--- src/rtl/lss_pkg.sv ---
// Shared widths, operation codes, register indexes and the neighbour table.
`timescale 1ns / 1ps
package lss_pkg;

    localparam int OP_W      = 3;
    localparam int DIR_W     = 4;
    localparam int POS_W     = 4;
    localparam int VAL_W     = 32;
    localparam int CNT_W     = 4;
    localparam int CFG_IDX_W = 2;
    localparam int CFG_DAT_W = 5;
    localparam int Q_W       = 4;

    localparam int EVEN_SLOTS = 10;
    localparam int ODD_SLOTS  = 9;

    localparam logic [OP_W-1:0] OP_WR_EVEN = 3'd0;
    localparam logic [OP_W-1:0] OP_WR_ODD  = 3'd1;
    localparam logic [OP_W-1:0] OP_RD_EVEN = 3'd2;
    localparam logic [OP_W-1:0] OP_RD_ODD  = 3'd3;
    localparam logic [OP_W-1:0] OP_STREAM  = 3'd4;

    localparam logic [CFG_IDX_W-1:0] CFG_SIZE_X = 2'd0;
    localparam logic [CFG_IDX_W-1:0] CFG_SIZE_Y = 2'd1;
    localparam logic [CFG_IDX_W-1:0] CFG_SIZE_Z = 2'd2;

    localparam logic [CFG_DAT_W-1:0] SIZE_RESET = 5'd16;

    typedef struct packed {
        logic signed [1:0] dx;
        logic signed [1:0] dy;
        logic signed [1:0] dz;
    } t_off;

    // Controller to datapath commands
    typedef struct packed {
        logic ld_item;
        logic set_a;
        logic set_b;
        logic set_c;
        logic host;
        logic issue;
        logic swap;
        logic ld_out;
    } t_cmd;

    // Datapath to controller status
    typedef struct packed {
        logic go;
        logic stream;
        logic q_last;
    } t_sts;

    function automatic t_off lss_nbr_off(input logic [Q_W-1:0] q);
        t_off o;
        o = '0;
        case (q)
            4'd0: o = '{dx: 2'sd1, dy: 2'sd0,  dz: 2'sd0};
            4'd1: o = '{dx: 2'sd0, dy: 2'sd1,  dz: 2'sd0};
            4'd2: o = '{dx: 2'sd0, dy: 2'sd0,  dz: 2'sd1};
            4'd3: o = '{dx: 2'sd1, dy: 2'sd1,  dz: 2'sd0};
            4'd4: o = '{dx: 2'sd1, dy: -2'sd1, dz: 2'sd0};
            4'd5: o = '{dx: 2'sd1, dy: 2'sd0,  dz: 2'sd1};
            4'd6: o = '{dx: 2'sd1, dy: 2'sd0,  dz: -2'sd1};
            4'd7: o = '{dx: 2'sd0, dy: 2'sd1,  dz: 2'sd1};
            4'd8: o = '{dx: 2'sd0, dy: 2'sd1,  dz: -2'sd1};
            default: o = '0;
        endcase
        return o;
    endfunction

endpackage

--- src/rtl/lss_ctrl.sv ---
// Sequencer for host accesses and the nine-pair stream walk.
`timescale 1ns / 1ps
module lss_ctrl (
    input  logic          i_clk,
    input  logic          i_rst_n,
    input  logic          i_in_valid,
    output logic          o_in_ready,
    output logic          o_out_valid,
    input  logic          i_out_ready,
    output lss_pkg::t_cmd o_cmd,
    input  lss_pkg::t_sts i_sts
);
    import lss_pkg::*;

    localparam logic [2:0] S_IDLE  = 3'd0;
    localparam logic [2:0] S_SET_A = 3'd1;
    localparam logic [2:0] S_SET_B = 3'd2;
    localparam logic [2:0] S_SET_C = 3'd3;
    localparam logic [2:0] S_HOST  = 3'd4;
    localparam logic [2:0] S_ISSUE = 3'd5;
    localparam logic [2:0] S_SWAP  = 3'd6;
    localparam logic [2:0] S_OUT   = 3'd7;

    logic [2:0] r_state;
    logic [2:0] n_state;
    logic       r_out_valid;
    t_cmd       cmd;

    always_comb begin
        cmd        = '0;
        n_state    = r_state;
        o_in_ready = 1'b0;
        case (r_state)
            S_IDLE: begin
                o_in_ready  = 1'b1;
                cmd.ld_item = i_in_valid;
                if (i_in_valid) n_state = S_SET_A;
            end
            S_SET_A: begin
                cmd.set_a = 1'b1;
                n_state   = i_sts.go ? S_SET_B : S_OUT;
            end
            S_SET_B: begin
                cmd.set_b = 1'b1;
                n_state   = S_SET_C;
            end
            S_SET_C: begin
                cmd.set_c = 1'b1;
                n_state   = i_sts.stream ? S_ISSUE : S_HOST;
            end
            S_HOST: begin
                cmd.host = 1'b1;
                n_state  = S_OUT;
            end
            S_ISSUE: begin
                cmd.issue = 1'b1;
                n_state   = S_SWAP;
            end
            S_SWAP: begin
                cmd.swap = 1'b1;
                n_state  = i_sts.q_last ? S_OUT : S_ISSUE;
            end
            S_OUT: begin
                // hold until the output register is free
                if (!r_out_valid || i_out_ready) begin
                    cmd.ld_out = 1'b1;
                    n_state    = S_IDLE;
                end
            end
            default: n_state = S_IDLE;
        endcase
    end

    always_ff @(posedge i_clk) begin
        if (!i_rst_n) begin
            r_state     <= S_IDLE;
            r_out_valid <= 1'b0;
        end else begin
            r_state <= n_state;
            if (cmd.ld_out) r_out_valid <= 1'b1;
            else if (i_out_ready) r_out_valid <= 1'b0;
        end
    end

    assign o_cmd       = cmd;
    assign o_out_valid = r_out_valid;

endmodule

--- config.mk ---
export PLATFORM = sky130hd
export DESIGN_NAME = lss_ctrl
export DESIGN_NICKNAME = d
export VERILOG_FILES = /design/src/rtl/lss_pkg.sv /design/src/rtl/lss_ctrl.sv
export SDC_FILE = /design/constraint.sdc
export NUM_CORES = 1
export LEC_CHECK = 0
export BUFFER_PORTS_ARGS = -buffer_cell sky130_fd_sc_hd__buf_4
export CAP_MARGIN = 10
export CORE_AREA = 2 2 39 41
export DETAILED_ROUTE_END_ITERATION = 8
export DIE_AREA = 0 0 41 43
export GPL_TIMING_DRIVEN = 0
export PLACE_DENSITY_LB_ADDON = 0.2
export SLEW_MARGIN = 10
export SYNTH_ARGS = -nofsm -noshare
export SYNTH_HDL_FRONTEND = slang
export SYNTH_SLANG_ARGS = --single-unit
--- constraint.sdc ---
create_clock -name i_clk -period 0.94 [get_ports i_clk]
set_input_delay 0.235 -clock i_clk [delete_from_list [all_inputs] [get_ports i_clk]]
set_output_delay 0.235 -clock i_clk [all_outputs]
set_load 0.005 [all_outputs]
==> summary.txt <==
Drt
  – DRT Pass-1 Iters: 2
  – Initial DRC count: 8
  – Vias: 353
  – DRT Wirelength: 949 um
  – Routed vias/inst: 4.58
  – DRC: 0
  – Post-DRT Antenna Nets: 0
  – DR WL/cell: 12.3 um

Clocking
  – Insertion delay to the later sink of the worst-skew pair: 0.23 ns
  – CTS max path bufs: 2
  – Clock-pin slew of the registers on the worst-case setup and hold paths: 0.04 ns
  – Root buffer cell: clkbuf_4
  – Htree depth: 1
  – Clk sinks: 4
  – Hold_buf cts: 0
  – CTS buffer count: 3
  – CTS tree: yes

Power and ir drop
  – Final Power: 923 uW
  – Pleak: 0.294 nW
  – Cell area power density: 1470 nW/um2
  – Max IR drop VDD: 844 uV

Global routing
  – Number of global-route vias before repair: 316
  – Initial antenna violation count: 0
  – First-pass GRT wire length: 1.41 mm
  – GR Overflow Total: 0
  – Total GRT Usage: 0.123
  – Pin count of the biggest net entering global routing: 8

Layout
  – Share of layout cells above drive strength 1: 0.770
  – N_diodes: 0
  – Final core utilization: 0.452
  – Cell area after layout: 626 um2
  – Nets@finish: 70
  – Fillers: 143
  – Synth-to-layout area growth: 106%

Timing
  – Setup_tns: -3.09 ns
  – RSZ-0062 raised after global routing: true
  – Fin crit period: 1.29 ns
  – F_max: 0.773 GHz
  – Worst slew margin: 0.850
  – Hold slack final: 0.238 ns
  – Worst Tran Pin Value: 0.222 ns
  – Period utilization: 1.38
  – Pins Over Slew Limit: 0
  – Final setup viols: 12
  – Skew final: 0.000246 ns
  – Final-report hold violation count: 0
  – Post-layout worst setup margin: -0.354 ns

Die
  – Chip width: 41 um
  – Initial Utilization: 0.220
  – Row Count: 14
  – Die height: 43 um
  – Die area: 1760 um2
  – # IOs: 17
  – Core Region: 1380 um2

Yosys
  – Gate Count Post-Synth: 32
  – Synth warn: 0
  – Synth top area cells: dfxtp_1 (26%), nor3b_1 (9.9%), and3b_1 (8.6%), buf_6 (7.4%), o41ai_2 (5.3%)
  – Leading area contributor after synthesis: dfxtp_1
  – Synthesis-stage register bit count: 4
  – Sequential share of the synthesized area: 0.263
  – Syn nets: 39
  – Synth unique cells: 22
  – Avg Inst Size Synth: 9.50 um2
  – Synth top area share: 0.263
  – Mapped cell area: 304 um2

Min path
  – Hold Crit Class: in2reg
  – Hold Crit Depth: 3

Place
  – Detailed placement HPWL: 540 um
  – Placed cell areas: 462 um2
  – Gpl congestion: 0.705
  – IO Port Bufs: 16

Worst setup path
  – Crit end category: primary output
  – CP Max Fanout: 5
  – Critical path launch point type: register
  – Critical path class: reg2out
  – CP arrival: 1.06 ns
  – R2R depth: 4
  – Worst path required time: 0.70 ns

Status
  – Failing checks: setup timing
  – Outcome: finished with violations

Run
  – Total of max-cap violations: 0
critical path, stage by stage, from the launching register on:
cell and delay [ns]:
dfxtp_4 0.38, buf_6 0.13, nand3_4 0.07, a21oi_2 0.12
buf_4 0.12
registers in the layout (all words and copies together), names as in the netlist:
signal,flops
r_state,3
o_out_valid,1
path summary, 6_finish.rpt:
check / start / to / slack [ns]
max reg2reg: r_state[0] / r_state[0] / -0.17
min reg2reg: o_out_valid / r_state[2] / 0.58
max: r_state[1] / o_cmd[0] / -0.35
min: i_rst_n / r_state[0] / 0.24
per-layer routing:
layer	share of wire	wire [um]	GRT usage	vias up
met5	0	0	0	-
met4	0	0	0.0400	0
met3	0.077	73	0.0785	0
met2	0.50	474	0.144	16
met1	0.42	401	0.178	160
li1	-	-	-	177
stage by stage:
stage          worst slack, ns  std cells
2_1_floorplan         -0.00526         32
3_3_place_gp            -0.178         64
3_5_place_dp            -0.149         64
4_1_cts                 -0.365         75
5_1_grt                 -0.404         77
6_report                -0.354         77
power breakdown:
group          internal (mW)  switching (mW)  leakage (nW)
Sequential             0.197          0.0398        0.0356
Combinational          0.293           0.175         0.245
Clock                  0.143          0.0741        0.0138
Total                  0.634           0.289         0.294
cells in the final DEF, fill, tap and decap left out, drive strengths merged, types with 2 or more instances in the layout:
master	n
clkbuf	3
and3b	4
nor3b	4
buf	29
a21oi	2
nand2b	2
dfxtp	4
cell usage after synthesis, drive strengths merged:
| library cell | n |
|---|---|
| and3b | 4 |
| dfxtp | 4 |
| nor3b | 4 |
| buf | 3 |
| a21oi | 2 |
| nand2b | 2 |
| a21boi | 1 |
| a31oi | 1 |
| a41oi | 1 |
| and2 | 1 |
| inv | 1 |
| nand2 | 1 |
| nand3 | 1 |
| nor2 | 1 |
| nor2b | 1 |
| nor3 | 1 |
| o221ai | 1 |
| o41ai | 1 |
| or3 | 1 |
final cells by class:
cell class	count	area, um2	share of cell area
inverter	1	3.75	0.00600
timing repair buffer	26	214	0.342
multi-input combinational	24	236	0.378
buffer	3	33.8	0.0540
clock buffer	3	22.5	0.0360
sequential	4	95.1	0.152
tap	16	20.0	0.0320
cell families (layout without fill, tap and decap cells):
logic type / after synthesis / in the layout / synth area share
flip-flops: 4 / 4 / 0.263
AND/OR/NAND/NOR: 17 / 17 / 0.403
AO/OA/AOI/OAI: 7 / 7 / 0.222
buffers and inverters: 4 / 33 / 0.111
what timing repair did:
| action | CTS | global route |
|---|---|---|
| pin swaps | 2 | 3 |
| buffers inserted | 6 | 2 |
| gates cloned | 2 | 0 |
| setup endpoints to repair | 12 | 13 |
| gates resized for setup | 9 | 10 |
Note: power is estimated with default switching activity, not from simulation.
